## src/hdl/aodi_pkg.sv

```systemverilog
// Shared types and constants for the ADC oversampling averager with deadband IIR filter.
// Used by aodi_upd, aodi_skid and the top level; depends on nothing else.
package aodi_pkg;

  localparam int unsigned SAMPLE_BITS = 12;
  localparam int unsigned CH_W        = 4;
  localparam int unsigned SLOT_W      = 2;
  localparam int unsigned SUM_W       = SAMPLE_BITS + 2;
  localparam int unsigned OV_W        = SUM_W;
  localparam int unsigned FILT_W      = SUM_W;
  localparam int unsigned OUT_W       = SAMPLE_BITS + 1;
  localparam int unsigned GAIN_W      = 16;
  localparam int unsigned SHIFT_W     = 4;
  localparam int unsigned DB_W        = 8;
  localparam int unsigned CFG_IDX_W   = 2;
  localparam int unsigned CFG_DATA_W  = 16;

  localparam int unsigned OV_MAX      = (1 << (SAMPLE_BITS + 1)) - 2;
  localparam int unsigned Q15_SHIFT   = 15;
  localparam int unsigned Q15_HALF    = 1 << 14;

  localparam logic [SLOT_W-1:0] SLOT_FIRST = 2'd0;
  localparam logic [SLOT_W-1:0] SLOT_LAST  = 2'd3;

  // Configuration register indexes.
  localparam logic [CFG_IDX_W-1:0] CFG_USE_Q15  = 2'd0;
  localparam logic [CFG_IDX_W-1:0] CFG_SHIFT_N  = 2'd1;
  localparam logic [CFG_IDX_W-1:0] CFG_GAIN_Q15 = 2'd2;
  localparam logic [CFG_IDX_W-1:0] CFG_DEADBAND = 2'd3;

  localparam logic                RST_USE_Q15  = 1'b1;
  localparam logic [SHIFT_W-1:0]  RST_SHIFT_N  = 4'd3;
  localparam logic [GAIN_W-1:0]   RST_GAIN_Q15 = 16'd4118;
  localparam logic [DB_W-1:0]     RST_DEADBAND = 8'd2;

  typedef struct packed {
    logic                   use_q15;
    logic [SHIFT_W-1:0]     shift_n;
    logic [GAIN_W-1:0]      gain_q15;
    logic [DB_W-1:0]        deadband;
  } cfg_t;

  typedef struct packed {
    logic [CH_W-1:0]        channel;
    logic [SLOT_W-1:0]      slot;
    logic [SAMPLE_BITS-1:0] sample;
  } in_item_t;

  typedef struct packed {
    logic [CH_W-1:0]        out_channel;
    logic [OUT_W-1:0]       oversampled;
    logic [OUT_W-1:0]       filtered_value;
  } out_item_t;

endpackage

```

## src/hdl/aodi_ram.sv

```systemverilog
// Generic single-clock RAM with one write port and one registered read port.
// Self-contained; holds the per-channel state of the block.
module aodi_ram #(
  parameter int unsigned WIDTH = 14,
  parameter int unsigned DEPTH = 16,
  localparam int unsigned AW = (DEPTH > 1) ? $clog2(DEPTH) : 1
) (
  input  logic             clk_i,
  input  logic             we_i,
  input  logic [AW-1:0]    waddr_i,
  input  logic [WIDTH-1:0] wdata_i,
  input  logic             re_i,
  input  logic [AW-1:0]    raddr_i,
  output logic [WIDTH-1:0] rdata_o
);

  logic [WIDTH-1:0] mem_q [DEPTH];
  logic [WIDTH-1:0] rdata_q;

  // A read of the address being written returns the old contents.
  always_ff @(posedge clk_i) begin
    if (we_i) begin
      mem_q[waddr_i] <= wdata_i;
    end
    if (re_i) begin
      rdata_q <= mem_q[raddr_i];
    end
  end

  assign rdata_o = rdata_q;

endmodule

```

## src/hdl/aodi_upd.sv

```systemverilog
// Filter update datapath: first-frame load, deadband test, shift or Q15 gain step, and saturation.
// Depends on aodi_pkg for widths, constants and the configuration struct.
module aodi_upd import aodi_pkg::*; (
  input  cfg_t              cfg_i,
  input  logic              started_i,
  input  logic [OV_W-1:0]   ov_i,
  input  logic [FILT_W-1:0] v_i,
  output logic [FILT_W-1:0] value_o
);

  localparam int unsigned ERR_W  = FILT_W + 1;
  localparam int unsigned DLT_W  = ERR_W + 2;
  localparam int unsigned PROD_W = ERR_W + GAIN_W + 1;
  localparam int unsigned NV_W   = DLT_W + 1;

  logic signed [ERR_W-1:0]  err;
  logic signed [ERR_W-1:0]  db_x;
  logic                     in_db;
  logic        [DLT_W-1:0]  rnd;
  logic signed [DLT_W-1:0]  sh_sum;
  logic signed [DLT_W-1:0]  d_shift;
  logic signed [PROD_W-1:0] prod;
  logic signed [PROD_W-1:0] q_sum;
  logic signed [DLT_W-1:0]  d_q15;
  logic signed [DLT_W-1:0]  delta;
  logic signed [NV_W-1:0]   nv;

  always_comb begin
    err  = $signed({1'b0, ov_i}) - $signed({1'b0, v_i});
    db_x = $signed(ERR_W'(cfg_i.deadband));
    in_db = (err <= db_x) && (err >= -db_x);

    // A shift of zero has no rounding term, so the filter jumps to the new value.
    rnd     = (cfg_i.shift_n == '0) ? '0 : (DLT_W'(1) << (cfg_i.shift_n - SHIFT_W'(1)));
    sh_sum  = DLT_W'(err) + $signed(rnd);
    d_shift = sh_sum >>> cfg_i.shift_n;

    prod  = err * $signed({1'b0, cfg_i.gain_q15});
    q_sum = prod + $signed(PROD_W'(Q15_HALF));
    d_q15 = DLT_W'(q_sum >>> Q15_SHIFT);

    delta = cfg_i.use_q15 ? d_q15 : d_shift;
    nv    = $signed(NV_W'(v_i)) + NV_W'(delta);

    if (!started_i) begin
      value_o = ov_i;
    end else if (in_db) begin
      value_o = v_i;
    end else if (nv < 0) begin
      value_o = '0;
    end else if (nv > $signed(NV_W'(OV_MAX))) begin
      value_o = FILT_W'(OV_MAX);
    end else begin
      value_o = nv[FILT_W-1:0];
    end
  end

endmodule

```

## src/hdl/aodi_skid.sv

```systemverilog
// Two-entry output buffer: an output register and a skid register behind it.
// Depends on aodi_pkg for the result struct.
module aodi_skid import aodi_pkg::*; (
  input  logic      clk_i,
  input  logic      rst_ni,
  input  logic      r_valid_i,
  input  out_item_t r_item_i,
  output logic      out_valid_o,
  input  logic      out_stall_i,
  output out_item_t out_item_o,
  output logic      full_o
);

  logic      out_valid_q;
  logic      skid_valid_q;
  out_item_t out_item_q;
  out_item_t skid_item_q;
  logic      out_take;

  assign out_take = out_valid_q && !out_stall_i;

  always_ff @(posedge clk_i or negedge rst_ni) begin
    if (!rst_ni) begin
      out_valid_q  <= 1'b0;
      skid_valid_q <= 1'b0;
    end else if (skid_valid_q) begin
      if (out_take) begin
        skid_valid_q <= 1'b0;
      end
    end else if (!out_valid_q || out_take) begin
      out_valid_q <= r_valid_i;
    end else if (r_valid_i) begin
      skid_valid_q <= 1'b1;
    end
  end

  always_ff @(posedge clk_i) begin
    if (skid_valid_q) begin
      if (out_take) begin
        out_item_q <= skid_item_q;
      end
    end else if (!out_valid_q || out_take) begin
      if (r_valid_i) begin
        out_item_q <= r_item_i;
      end
    end else if (r_valid_i) begin
      skid_item_q <= r_item_i;
    end
  end

  assign out_valid_o = out_valid_q;
  assign out_item_o  = out_item_q;
  assign full_o      = skid_valid_q;

endmodule

```

## src/hdl/adc_oversample_deadband_iir_top.sv

```systemverilog
// ADC oversampling averager with deadband IIR low-pass filter, top level.
// Depends on aodi_pkg, aodi_ram, aodi_upd and aodi_skid.
//
// Usage:
// Samples enter on the input channel, each tagged with its channel and its slot in a
// four-sample frame. Slot 0 starts a new frame sum; slots 1 to 3 add to it. On slot 3
// the block emits one result: the channel, (sum + 1) >> 1 and the updated filter value.
// Samples of a channel at or above CHANNELS are dropped without a result.
// One sample is taken every cycle while the input is not stalled, for any mix of channels.
// Each result passes the first stage, the filter stage and the output register in turn.
// Frame sums and filter values live in two RAMs with a registered read port;
// results of the two transactions just ahead on the same channel are forwarded around them.
// Configuration must be written through the write port only while no transaction is in
// flight; the block does not enforce this. Reset restores the register defaults and marks
// every filter as not started; the RAM contents stay undefined and need no clearing pass,
// since a sum is written by slot 0 and a filter value by its first frame before either is used.
// The output has a register and a skid register. When the receiver stalls, the
// pipeline keeps running until the skid register fills; then the input stalls.
module adc_oversample_deadband_iir_top import aodi_pkg::*; #(
  parameter int unsigned CHANNELS = 16
) (
  input  logic                  clk_i,
  input  logic                  rst_ni,
  input  logic                  in_valid_i,
  output logic                  in_stall_o,
  input  in_item_t              in_item_i,
  output logic                  out_valid_o,
  input  logic                  out_stall_i,
  output out_item_t             out_item_o,
  input  logic                  cfg_we_i,
  input  logic [CFG_IDX_W-1:0]  cfg_idx_i,
  input  logic [CFG_DATA_W-1:0] cfg_wdata_i
);

  localparam int unsigned IDX_W = (CHANNELS > 1) ? $clog2(CHANNELS) : 1;
  localparam int unsigned EXT_W = (IDX_W > CH_W) ? IDX_W : CH_W;

  cfg_t cfg_q;

  logic              adv;
  logic              skid_full;
  logic              accept;
  logic              in_range;
  logic [EXT_W-1:0]  in_ch_ext;
  logic [IDX_W-1:0]  in_idx;

  // First stage: RAM data arrives.
  logic                   s1_valid_q;
  logic [IDX_W-1:0]       s1_idx_q;
  logic [CH_W-1:0]        s1_ch_q;
  logic [SLOT_W-1:0]      s1_slot_q;
  logic [SAMPLE_BITS-1:0] s1_smp_q;

  // Second stage: filter update.
  logic                   s2_valid_q;
  logic [IDX_W-1:0]       s2_idx_q;
  logic [CH_W-1:0]        s2_ch_q;
  logic [OV_W-1:0]        s2_ov_q;
  logic [FILT_W-1:0]      s2_filt_q;

  // Last write of each RAM, kept in a register for forwarding.
  logic                   fw_valid_q;
  logic [IDX_W-1:0]       fw_idx_q;
  logic [SUM_W-1:0]       fw_sum_q;
  logic                   wb_valid_q;
  logic [IDX_W-1:0]       wb_idx_q;
  logic [FILT_W-1:0]      wb_val_q;

  logic [CHANNELS-1:0]    started_q;

  logic [SUM_W-1:0]       sum_rdata;
  logic [FILT_W-1:0]      filt_rdata;
  logic [SUM_W-1:0]       sum_old;
  logic [SUM_W-1:0]       sum_new;
  logic [SUM_W:0]         sum_inc;
  logic [OV_W-1:0]        ov_s1;
  logic [FILT_W-1:0]      filt_s1;
  logic [FILT_W-1:0]      v_s2;
  logic [FILT_W-1:0]      new_val;
  logic                   r_valid;
  out_item_t              r_item;

  // Configuration registers.
  always_ff @(posedge clk_i or negedge rst_ni) begin
    if (!rst_ni) begin
      cfg_q.use_q15  <= RST_USE_Q15;
      cfg_q.shift_n  <= RST_SHIFT_N;
      cfg_q.gain_q15 <= RST_GAIN_Q15;
      cfg_q.deadband <= RST_DEADBAND;
    end else if (cfg_we_i) begin
      unique case (cfg_idx_i)
        CFG_USE_Q15:  cfg_q.use_q15  <= cfg_wdata_i[0];
        CFG_SHIFT_N:  cfg_q.shift_n  <= cfg_wdata_i[SHIFT_W-1:0];
        CFG_GAIN_Q15: cfg_q.gain_q15 <= cfg_wdata_i[GAIN_W-1:0];
        CFG_DEADBAND: cfg_q.deadband <= cfg_wdata_i[DB_W-1:0];
      endcase
    end
  end

  // The whole pipeline advances unless the skid register holds a result.
  assign adv        = !skid_full;
  assign in_stall_o = skid_full;
  assign accept     = in_valid_i && !in_stall_o;
  assign in_ch_ext  = EXT_W'(in_item_i.channel);
  assign in_idx     = in_ch_ext[IDX_W-1:0];
  assign in_range   = (32'(in_item_i.channel) < 32'(CHANNELS));

  aodi_ram #(
    .WIDTH (SUM_W),
    .DEPTH (CHANNELS)
  ) u_sum_ram (
    .clk_i   (clk_i),
    .we_i    (adv && s1_valid_q),
    .waddr_i (s1_idx_q),
    .wdata_i (sum_new),
    .re_i    (adv),
    .raddr_i (in_idx),
    .rdata_o (sum_rdata)
  );

  aodi_ram #(
    .WIDTH (FILT_W),
    .DEPTH (CHANNELS)
  ) u_filt_ram (
    .clk_i   (clk_i),
    .we_i    (adv && s2_valid_q),
    .waddr_i (s2_idx_q),
    .wdata_i (new_val),
    .re_i    (adv),
    .raddr_i (in_idx),
    .rdata_o (filt_rdata)
  );

  // The RAM read misses the write made in the same cycle; take it from the forward copy.
  always_comb begin
    sum_old = (fw_valid_q && (fw_idx_q == s1_idx_q)) ? fw_sum_q : sum_rdata;
    sum_new = (s1_slot_q == SLOT_FIRST) ? SUM_W'(s1_smp_q) : sum_old + SUM_W'(s1_smp_q);
    sum_inc = {1'b0, sum_new} + (SUM_W + 1)'(1);
    ov_s1   = sum_inc[SUM_W:1];
    filt_s1 = (wb_valid_q && (wb_idx_q == s1_idx_q)) ? wb_val_q : filt_rdata;
    v_s2    = (wb_valid_q && (wb_idx_q == s2_idx_q)) ? wb_val_q : s2_filt_q;
  end

  aodi_upd u_upd (
    .cfg_i     (cfg_q),
    .started_i (started_q[s2_idx_q]),
    .ov_i      (s2_ov_q),
    .v_i       (v_s2),
    .value_o   (new_val)
  );

  always_ff @(posedge clk_i or negedge rst_ni) begin
    if (!rst_ni) begin
      s1_valid_q <= 1'b0;
      s2_valid_q <= 1'b0;
      fw_valid_q <= 1'b0;
      wb_valid_q <= 1'b0;
      started_q  <= '0;
    end else if (adv) begin
      s1_valid_q <= accept && in_range;
      s2_valid_q <= s1_valid_q && (s1_slot_q == SLOT_LAST);
      fw_valid_q <= s1_valid_q;
      wb_valid_q <= s2_valid_q;
      if (s2_valid_q) begin
        started_q[s2_idx_q] <= 1'b1;
      end
    end
  end

  always_ff @(posedge clk_i) begin
    if (adv) begin
      s1_idx_q  <= in_idx;
      s1_ch_q   <= in_item_i.channel;
      s1_slot_q <= in_item_i.slot;
      s1_smp_q  <= in_item_i.sample;
      s2_idx_q  <= s1_idx_q;
      s2_ch_q   <= s1_ch_q;
      s2_ov_q   <= ov_s1;
      s2_filt_q <= filt_s1;
      fw_idx_q  <= s1_idx_q;
      fw_sum_q  <= sum_new;
      wb_idx_q  <= s2_idx_q;
      wb_val_q  <= new_val;
    end
  end

  assign r_valid               = adv && s2_valid_q;
  assign r_item.out_channel    = s2_ch_q;
  assign r_item.oversampled    = s2_ov_q[OUT_W-1:0];
  assign r_item.filtered_value = new_val[OUT_W-1:0];

  aodi_skid u_skid (
    .clk_i       (clk_i),
    .rst_ni      (rst_ni),
    .r_valid_i   (r_valid),
    .r_item_i    (r_item),
    .out_valid_o (out_valid_o),
    .out_stall_i (out_stall_i),
    .out_item_o  (out_item_o),
    .full_o      (skid_full)
  );

`ifndef SYNTHESIS
  // A full skid register always sits behind a full output register.
  a_skid_behind_out: assert property (@(posedge clk_i) disable iff (!rst_ni)
    in_stall_o |-> out_valid_o)
    else $error("skid register full while output register empty");

  // A completed frame marks its channel's filter as started.
  a_started_set: assert property (@(posedge clk_i) disable iff (!rst_ni)
    (adv && s2_valid_q) |=> started_q[$past(s2_idx_q)])
    else $error("filter not marked started after its first frame");

  // Every frame sum write is kept for forwarding to the next transaction.
  a_sum_forward: assert property (@(posedge clk_i) disable iff (!rst_ni)
    (adv && s1_valid_q) |=> (fw_valid_q && (fw_idx_q == $past(s1_idx_q))))
    else $error("frame sum write not captured for forwarding");

  // While the pipeline is held, the filter stage and its forward copy do not move.
  a_hold_frozen: assert property (@(posedge clk_i) disable iff (!rst_ni)
    !adv |=> ($stable(s2_valid_q) && $stable(wb_valid_q) && $stable(started_q)))
    else $error("pipeline state changed while held");
`endif

endmodule
```

## config.mk

```make
export PLATFORM = sky130hd
export DESIGN_NAME = adc_oversample_deadband_iir_top
export DESIGN_NICKNAME = d
export VERILOG_FILES = /design/src/hdl/aodi_pkg.sv /design/src/hdl/aodi_ram.sv /design/src/hdl/aodi_upd.sv /design/src/hdl/aodi_skid.sv /design/src/hdl/adc_oversample_deadband_iir_top.sv
export SDC_FILE = /design/constraint.sdc
export NUM_CORES = 1
export LEC_CHECK = 0
export ABC_AREA = 0
export BUFFER_PORTS_ARGS = -buffer_cell sky130_fd_sc_hd__buf_2
export CORE_MARGIN = 1.5
export CORE_UTILIZATION = 27
export DETAILED_ROUTE_END_ITERATION = 16
export HOLD_SLACK_MARGIN = 0.08
export PLACE_DENSITY_LB_ADDON = 0.15
export RECOVER_POWER = 50
export SYNTH_ARGS = -nofsm -noshare
export SYNTH_HDL_FRONTEND = slang
export SYNTH_SLANG_ARGS = --single-unit
```

## constraint.sdc

```tcl
create_clock -name clk_i -period 27.5 [get_ports clk_i]
set_input_delay 2.75 -clock clk_i [delete_from_list [all_inputs] [get_ports clk_i]]
set_output_delay 2.75 -clock clk_i [all_outputs]
set_load 0.03 [all_outputs]
```

=== Word level (Yosys, flattened, before mapping) ===
Memory sizes are Yosys's and may differ from the RTL's. A register that Yosys moved wholly into a read port is not among the register bits.
Cells that the tools add are included.

* $lt $le $gt $ge: 6
* Bitwise logic cells: 3
* Multipliers: 1
* Shifts and indexed selects: 2
* Equality and inequality tests: 8
* Reductions and logical operators: 29
* Mux-type cells: 25
* Add/subtract/negate cells: 8

{| class="wikitable"
|+ Operators with widths
! kind !! count
|-
| $mux W30 || 4
|-
| $mux W14 || 8
|-
| $mux W17 || 2
|-
| $add A32 B16 Y32 const B || 1
|-
| $mul A15 B17 Y32 || 1
|-
| $add A15 B17 Y18 || 1
|-
| $gt A18 B14 Y1 const B || 1
|-
| $lt A18 B1 Y1 const B || 1
|-
| $add A15 B17 Y17 || 1
|-
| $shl A1 B4 Y17 const A || 1
|-
| $sshr A17 B4 Y17 || 1
|-
| $or A16 B16 Y16 || 1
|-
| $add A14 B1 Y15 const B || 1
|-
| $ge A15 B15 Y1 || 1
|-
| $le A15 B9 Y1 || 1
|-
| $neg A8 Y15 || 1
|-
| $sub A14 B14 Y15 || 1
|-
| $add A14 B12 Y14 || 1
|-
| $eq A4 B4 Y1 || 3
|-
| $reduce_and A2 Y1 || 6
|-
| $logic_and A1 B1 Y1 || 10
|-
| $mux W1 || 9
|-
| $eq A2 B2 Y1 const B || 3
|-
| $reduce_and A3 Y1 || 2
|-
| 13 further kinds || 20
|}

* Memory bits (writable): 448
* Register bits: 193
* Memories kept: 2

{| class="wikitable"
|+ Memory list
! name !! depth !! bits a word !! rd ports !! clocked after memory_dff !! write ports !! RTL line !! source
|-
| u_filt_ram.mem_q || 16 || 14 || 1 || 1 || 1 || aodi_ram.sv:17 || <nowiki>logic [WIDTH-1:0] mem_q [DEPTH];</nowiki>
|-
| u_sum_ram.mem_q || 16 || 14 || 1 || 1 || 1 || aodi_ram.sv:17 ||
|}

=== Longest topological paths before layout ===
Gate-level depths: netlist of the first run.

* Word-level depth: 16
* Mapped depth: 55

=== Modules after synthesis ===
From an unflattened synthesis of the first run, not the netlist that was laid out.

* Cells, all modules: 2831
* Area, all modules: 38703.4 um^2

{| class="wikitable"
|+ Modules (own cells, without submodules)
! module !! instances !! cells an instance !! sequential area each (um^2) !! area an instance (um^2)
|-
| aodi_ram || 2 || 379 || 7146.9 || 8903.5
|-
| aodi_upd || 1 || 1535 || 0.0 || 12340.6
|-
| adc_oversample_deadband_iir_top || 1 || 432 || 3698.5 || 6150.9
|-
| aodi_skid || 1 || 106 || 1851.8 || 2404.8
|}

=== Least setup slack after synthesis of the first run ===
Ideal clock, no wire load.

* Path kind: register to register
* Start point: register fw_idx_q[3] (netlist name)
* End point: memory u_filt_ram.mem_q[0][0], data pin
* Arrival: 11.971 ns
* Period minus slack after synthesis: 12.285 ns
* Setup slack: 15.215 ns
* Cell stages (with the launch flop): 50
* Cell sequence: edfxtp_1 > xnor2_1 > and3_1 > buf_4 > nand2_4 > buf_2 > mux2i_1 > inv_1 > fa_1 > nand2b_1 > a21o_1 > or3_1 > a31oi_1 > a2bb2oi_2 > maj3_2 > maj3_2 > a21boi_1 > xnor2_1 > (+14 left out) > a2111oi_0 > o21ai_1 > o21a_1 > and2_1 > nor2_1 > nor2b_1 > or3_1 > nand3_1 > o21ai_0 > ha_1 > and2_1 > and3_1 > a211oi_2 > and4_1 > a41o_1 > o21ai_4 > nand4bb_1 > a31oi_1

{| class="wikitable"
|+ RTL lines
! item !! RTL line
|-
| end: declaration || aodi_ram.sv:17
|}

==> metrics, run 1 <==
outcome finished, violations left; failing checks capacitance limit, slew limit; drt total wl between 100 and 150 mm; syn_area_per_cell about 13 sq um; fmax around 70 MHz; Required @ worst endpoint about 28 ns; CTS root buffer clkbuf_16; top_reg_cell synth edfxtp_1; Clock Latency Late Sink just under 0.7 ns; total of max-cap violations 16; vias in the first global route about 25000; GPL Wtd Cong 0.885; largest net degree at the start of global routing 80; DRT iter0 DRCs between 1500 and 2000; Post-synth EDFFs between 600 and 700; Yosys reg bits 669; period utilization between 50 and 60%; Synth Cell Area ~0.039 sq mm; synthesized instance count between 2000 and 3000; post-synthesis sequential area ratio around 50%; setup TNS 0 ns; CTS Sinks between 600 and 700; Num CTS Buffers between 70 and 80; core box area 0.142 sq mm; endpoint class of the critical path register; post-CTS sizing 0; initial antenna violation count 5; dpl ws between 10 and 15 ns; FF+latch area between 0.015 and 0.02 sq mm; maximum buffer depth of the clock tree 3; fin crit period about 14 ns; Layout area overhead 13.6%; Vias/cell about 4.8; Worst path slowest cell a21oi_1; syn_nets between 3000 and 4000; first-pass GRT wire length between 150 and 200 mm; Multi-input gate area 0.0174 sq mm; Rows 138; Pre-antenna DRT Iters 7; Worst Setup Start Kind register; Die Wd about 380 um; setup bufs post-CTS 0; Hold Path Class reg -> reg; arrival time worst endpoint ~15 ns; most used cell, CP fa_1; Die H 381 um; GRT overflow 0; CP Max Fanout 19; I/O Buffers 72; TritonCTS clock tree built; Async SR Flop Fraction 7.62%; max_slew headroom -133%; Hold Vio Cnt, Final 0; layout cell share with drive strength beyond 1 16.7%; number of remaining DRC errors 0; # fillers around 14000; CP peak stage delay about 1.1 ns; Layout Nets around 3400; total track usage ~16%; Die Footprint approximately 0.15 sq mm; antenna-violating nets left 0; Setup violations, final 0; CTS H-tree depth 3; WL/cell around 23 um; fin. max-slew vios 477; unique cell type count in the Yosys netlist 94; Ys Warns 0; Post-DP HPWL 76.8 mm; final worst setup slack 13.01 ns; critical path class reg -> reg; register clock-pin slew on the reported worst setup and hold paths ~0.060 ns; RSZ-0062 raised after global routing no; initial core utilization 27.3%; Worst-Margin Slew roughly 3.5 ns; CTS Hold Buffers Added 0; commonest non-fill, non-tap cell in the layout edfxtp_1; total number of vias approximately 24000; Ports 73; clk_skew slightly above 0.05 ns; commonest cells after routing, fill and taps aside edfxtp_1, inv_1, nand2_1
path summary, 6_finish.rpt:
path,cells past startpoint,start,slack [ns],endpoint
hold reg to reg,1,started_q[5]$_DFFE_PN0P_,0.47,started_q[5]$_DFFE_PN0P_
max in group asynchronous,2,rst_ni,22.01,u_skid.full_o$_DFF_PN0_
min in group asynchronous,2,rst_ni,3.34,wb_valid_q$_DFFE_PN0N_
setup reg to reg,51,fw_idx_q[1]$_DFFE_PN_,13.01,u_filt_ram.mem_q[13][3]$_DFFE_PP_
hold / removal,1,started_q[5]$_DFFE_PN0P_,0.47,started_q[5]$_DFFE_PN0P_
setup / recovery,51,fw_idx_q[1]$_DFFE_PN_,13.01,u_filt_ram.mem_q[13][3]$_DFFE_PP_
critical path: cells and delay by family, from the launching register on:
family          cells  cell delay (ns)
compound gates     18             4.68
fa+ha+maj          11             4.63
simple gates       12             2.54
flops               1             0.75
buf+inv             7             0.71
mux                 1             0.40
xor+xnor            2             0.34
logic make-up (layout without fill, tap and decap cells):
group                    Yosys count  after routing  synth area share, %
multiplexers                     249            249                 11.5
flip-flops                       669            669                 51.4
AO/OA/AOI/OAI                    357            357                 6.22
adder cells (fa/ha/maj)          372            372                 15.6
other                              1              2              0.00970
AND/OR/NAND/NOR                  740            740                 9.34
XOR/XNOR                          90             90                 2.06
buffers and inverters            395            561                 3.88
synthesized netlist by cell type, types with 19 or more instances:
cell type | number | share of area, %
a21o_1 | 22 | 0.43
a21oi_1 | 97 | 1.3
and2_1 | 100 | 1.6
clkbuf_1 | 87 | 0.85
dfrtp_1 | 43 | 2.8
edfxtp_1 | 618 | 48
fa_1 | 184 | 9.5
ha_1 | 183 | 5.9
inv_1 | 274 | 2.7
mux2_2 | 77 | 2.2
mux2i_1 | 22 | 0.57
mux4_2 | 149 | 8.7
nand2_1 | 270 | 2.6
nand3_1 | 32 | 0.41
nor2_1 | 139 | 1.4
nor2b_1 | 32 | 0.52
nor3_1 | 37 | 0.48
o211ai_1 | 19 | 0.37
o21a_1 | 19 | 0.37
o21ai_0 | 62 | 0.80
or2_2 | 27 | 0.44
xnor2_1 | 65 | 1.5
xor2_1 | 24 | 0.54
per-stage QoR:
step | hold WS [ns] | util [%] | cells | area (sq um)
after CTS | 0.466 | 31.1 | 4926 | 44100
after global placement | 0.446 | 29.4 | 4788 | 41600
after floorplan | 0.421 | - | 2873 | 38600
after global routing | 0.479 | 31.0 | 4929 | 43900
after detailed placement | 0.451 | 29.4 | 4788 | 41600
final | 0.466 | 31.0 | 4930 | 43900
state kept, by name (all words and copies together) (netlist names):
name and count:
u_skid.full_o 1, u_skid.out_item_o 30, started_q 16, s1_valid_q 1, s2_filt_q 14, u_skid.skid_item_q 30, u_sum_ram.mem_q 224, fw_sum_q 14
wb_idx_q 4, fw_valid_q 1, u_sum_ram.rdata_o 14, u_skid.out_valid_o 1, s1_slot_q 2, u_filt_ram.rdata_o 14, u_filt_ram.mem_q 224, wb_valid_q 1
s2_ov_q 14, fw_idx_q 4, s2_valid_q 1, wb_val_q 14, cfg_q 29, s1_smp_q 12, s1_ch_q 4
layer usage:
layer / vias up / global-route usage, % / wire [um]
met5: - / 0 / 0
met3: 138 / 2.40 / 5160
li1: 10700 / - / -
met1: 12500 / 21.4 / 51000
met4: 0 / 3.81 / 2340
met2: 573 / 25.6 / 53900
area by class of cell:
cell class / count / area share [%]
clock buffer: 90 / 4.48
clock inverter: 48 / 1.08
timing repair buffer: 145 / 1.75
multi-input combinational: 1809 / 39.7
antenna: 1 / 0.00570
tap: 1890 / 5.39
sequential: 669 / 45.2
inverter: 278 / 2.38
Power of run 1 is not shown: default switching activity piles up to over one toggle a cycle in this logic, so the estimate is an artifact.
==> run 2: changes to the inputs <==
--- a/config.mk
+++ b/config.mk
@@ -5,7 +5,7 @@
 export SDC_FILE = /design/constraint.sdc
 export NUM_CORES = 1
 export LEC_CHECK = 0
-export ABC_AREA = 0
+export ABC_AREA = 1
 export BUFFER_PORTS_ARGS = -buffer_cell sky130_fd_sc_hd__buf_2
 export CORE_MARGIN = 1.5
 export CORE_UTILIZATION = 27
==> constraint.sdc (replaced) <==
create_clock -name clk_i -period 12.66 [get_ports clk_i]
set_input_delay 1.266 -clock clk_i [delete_from_list [all_inputs] [get_ports clk_i]]
set_output_delay 1.266 -clock clk_i [all_outputs]
set_load 0.03 [all_outputs]
==> run 2 against run 1 <==
The flow finishes with violations (DRC, capacitance limit, slew limit). Via count up 14%. Count of clock-buffer cells in the layout up 8. Core utilization up 0.23 points. Die area up 1.0%. Design area up 2.1%. Global-route usage up 1.8 points. Highest routed layer unchanged.
==> metrics, run 2 <==
Required @ worst endpoint 13.07 ns (-14.71 ns); GRT overflow 0 (unchanged); Pre-antenna DRT Iters 11 (+4); Hold Path Class reg -> reg; Rows 139 (+0.72%); Yosys reg bits 669 (unchanged); register clock-pin slew on the reported worst setup and hold paths 0.06 ns (about the same); CP Max Fanout 18 (-1); antenna-violating nets left 0 (unchanged); CP peak stage delay 0.53 ns (-0.56 ns); total of max-cap violations 29 (+13); Post-synth EDFFs 618 (unchanged); Die Wd 383 um (+0.52%); fin crit period 11.62 ns (-2.88 ns); Top Usage Layer GRT met2; vias in the first global route 27700 (+9.4%); total track usage 17.3% (+1.8 points); synthesized instance count 3764 (+31%); syn_nets 4172 (+27%); total number of vias 27200 (+14%); Die Footprint 0.147 sq mm (+1.0%); drt total wl 127 mm (+13%); max_slew headroom -211% (-78 points); TritonCTS clock tree built; area leader, netlist edfxtp_1; clk_skew 0.0318 ns (-0.0192 ns); endpoint class of the critical path register; top cells by area, synth edfxtp_1, fa_1, nand2_1, ha_1, inv_1; core box area 0.144 sq mm (+1.3%); largest net degree at the start of global routing 105 (+31%); Post-synth top cells nand2_1, edfxtp_1, inv_1; Diodes inserted 0 (-1); arrival time worst endpoint 12.03 ns (-2.75 ns); Ports 73 (unchanged); Vias/cell 4.65 (-3.8%); first-pass GRT wire length 188 mm (+12%); met2 usage 29.3% (+3.7 points); Worst-Margin Slew 4.67 ns (+1.19 ns); setup TNS 0 ns (unchanged); WL/cell 21.7 um (-5.1%); # fillers 14900 (+5.1%); CTS H-tree depth 3 (unchanged); met1 GRT Util 22.9% (+1.5 points); maximum buffer depth of the clock tree 3 (unchanged); area fraction of the dominant cell type after synthesis 47.5% (-0.50 points); unique cell type count in the Yosys netlist 61 (-35%); Async SR Flop Fraction 7.62% (unchanged); period utilization 91.8% (+39 points); RSZ-0062 raised after global routing no; initial core utilization 27.2% (-0.075 points); Synth Cell Area 0.0390 sq mm (+1.1%); Clock Latency Late Sink 0.69 ns (about the same); CTS Hold Buffers Added 0 (unchanged); Ys Warns 0 (unchanged); fin. max-slew vios 809 (+70%); Die H 383 um (+0.52%); commonest non-fill, non-tap cell in the layout nand2_1; post-synthesis sequential area ratio 50.8% (-0.54 points); Hold Vio Cnt, Final 0 (unchanged); Worst Setup Start Kind register; commonest cells after routing, fill and taps aside nand2_1, edfxtp_1, inv_1; biggest regs u_filt_ram.mem_q (224), u_sum_ram.mem_q (224); GPL Wtd Cong 0.879 (-0.67%); failing checks DRC, capacitance limit, slew limit; I/O Buffers 72 (unchanged); outcome finished, violations left; initial antenna violation count 4 (-1); number of remaining DRC errors 4 (+4); Layout area overhead 14.7%; Setup violations, final 0 (unchanged); fmax 86.1 MHz (+25%); Worst path slowest cell fa_1; DRT iter0 DRCs 1744 (-9.1%); CTS Sinks 669 (unchanged); met3 Use GR 2.16% (-0.24 points); top_reg_cell synth edfxtp_1; most used cell, CP nand2_1; critical path class reg -> reg; most frequent cell after synthesis nand2_1; Layout Nets 4292 (+27%); layout cell share with drive strength beyond 1 9.15% (-7.5 points); CTS root buffer clkbuf_16; Num CTS Buffers 81 (+6.6%); Post-DP HPWL 86.2 mm (+12%); syn_area_per_cell 10.4 sq um (-23%)
[run 2: cell types whose count changed in the layout (fill, tap and decap cells not counted), sizes merged, moves of 92 or more]
cell / before / now
and2: 100 / 3
o211ai: 19 / 115
nand2: 271 / 655
mux2i: 23 / 115
o21ai: 73 / 297
inv: 278 / 586
mux4: 149 / 0
nand3: 32 / 144
a21oi: 98 / 214
nor2: 139 / 239
[run 2: final cells by class]
class / instances / area, sq um / share of cell area [%]
Clock inverter: 46 / 638 / 1.42
Clock buffer: 98 / 2180 / 4.86
Timing Repair Buffer: 179 / 1050 / 2.35
Tap cell: 1903 / 2380 / 5.31
Multi-Input combinational cell: 2360 / 16500 / 36.8
Sequential cell: 669 / 19800 / 44.3
Inverter: 593 / 2240 / 5.00
[run 2: logic make-up after synthesis]
| logic type | Yosys count | synth area share [%] |
|---|---|---|
| AO/OA/AOI/OAI | 695 | 10.2 |
| flip-flops | 669 | 50.8 |
| adder cells (fa/ha/maj) | 367 | 15.3 |
| other | 1 | 0.00960 |
| AND/OR/NAND/NOR | 1120 | 12.0 |
| buffers and inverters | 735 | 7.23 |
| XOR/XNOR | 42 | 0.961 |
| multiplexers | 135 | 3.52 |
[run 2: layer usage]
metal	part of all wire (%)	wire length, um
met5	0	0
met1	45	56900
met3	4.1	5150
met4	2.9	3700
met2	48	60900
[run 2: final timing paths]
kind | from | endpoint | slack, ns | cells past startpoint
setup / recovery | fw_idx_q[3]$_DFFE_PN_ | u_filt_ram.mem_q[0][9]$_DFFE_PP_ | 1.04 | 62
hold / removal | started_q[8]$_DFFE_PN0P_ | started_q[8]$_DFFE_PN0P_ | 0.46 | 2
setup reg to reg | fw_idx_q[3]$_DFFE_PN_ | u_filt_ram.mem_q[0][9]$_DFFE_PP_ | 1.04 | 62
hold reg to reg | started_q[8]$_DFFE_PN0P_ | started_q[8]$_DFFE_PN0P_ | 0.46 | 2
max in group asynchronous | rst_ni | u_skid.full_o$_DFF_PN0_ | 8.37 | 2
min in group asynchronous | rst_ni | cfg_q[0]$_DFFE_PN0P_ | 1.92 | 2
[run 2: critical path: cells and delay by family, from the launching register on]
| kind | cells | cell delay [ns] |
|---|---|---|
| adder cells (fa/ha/maj) | 9 | 3.96 |
| AND/OR/NAND/NOR | 32 | 3.56 |
| AO/OA/AOI/OAI | 13 | 2.30 |
| buffers and inverters | 7 | 0.81 |
| flip-flops | 1 | 0.49 |
| XOR/XNOR | 1 | 0.19 |
[run 2: what timing repair did]
action	4_1_cts	5_1_grt
setup endpoints to repair	0	247
resized for setup	0	12
setup buffers	0	7
[run 2: metrics by stage]
stage / area [sq um] / worst slack (ns) / util, % / hold slack [ns] / cells
after floorplan: 39100 / 1.63 / - / 0.427 / 3764
final: 44800 / 1.04 / 31.2 / 0.464 / 5848
after global routing: 44800 / 0.0598 / 31.2 / 0.481 / 5848
after CTS: 45000 / 0.135 / 31.3 / 0.463 / 5841
after global placement: 42200 / 0.249 / 29.3 / 0.444 / 5697
after detailed placement: 42200 / 0.149 / 29.3 / 0.450 / 5697
Power of run 2 is left out for the same reason.
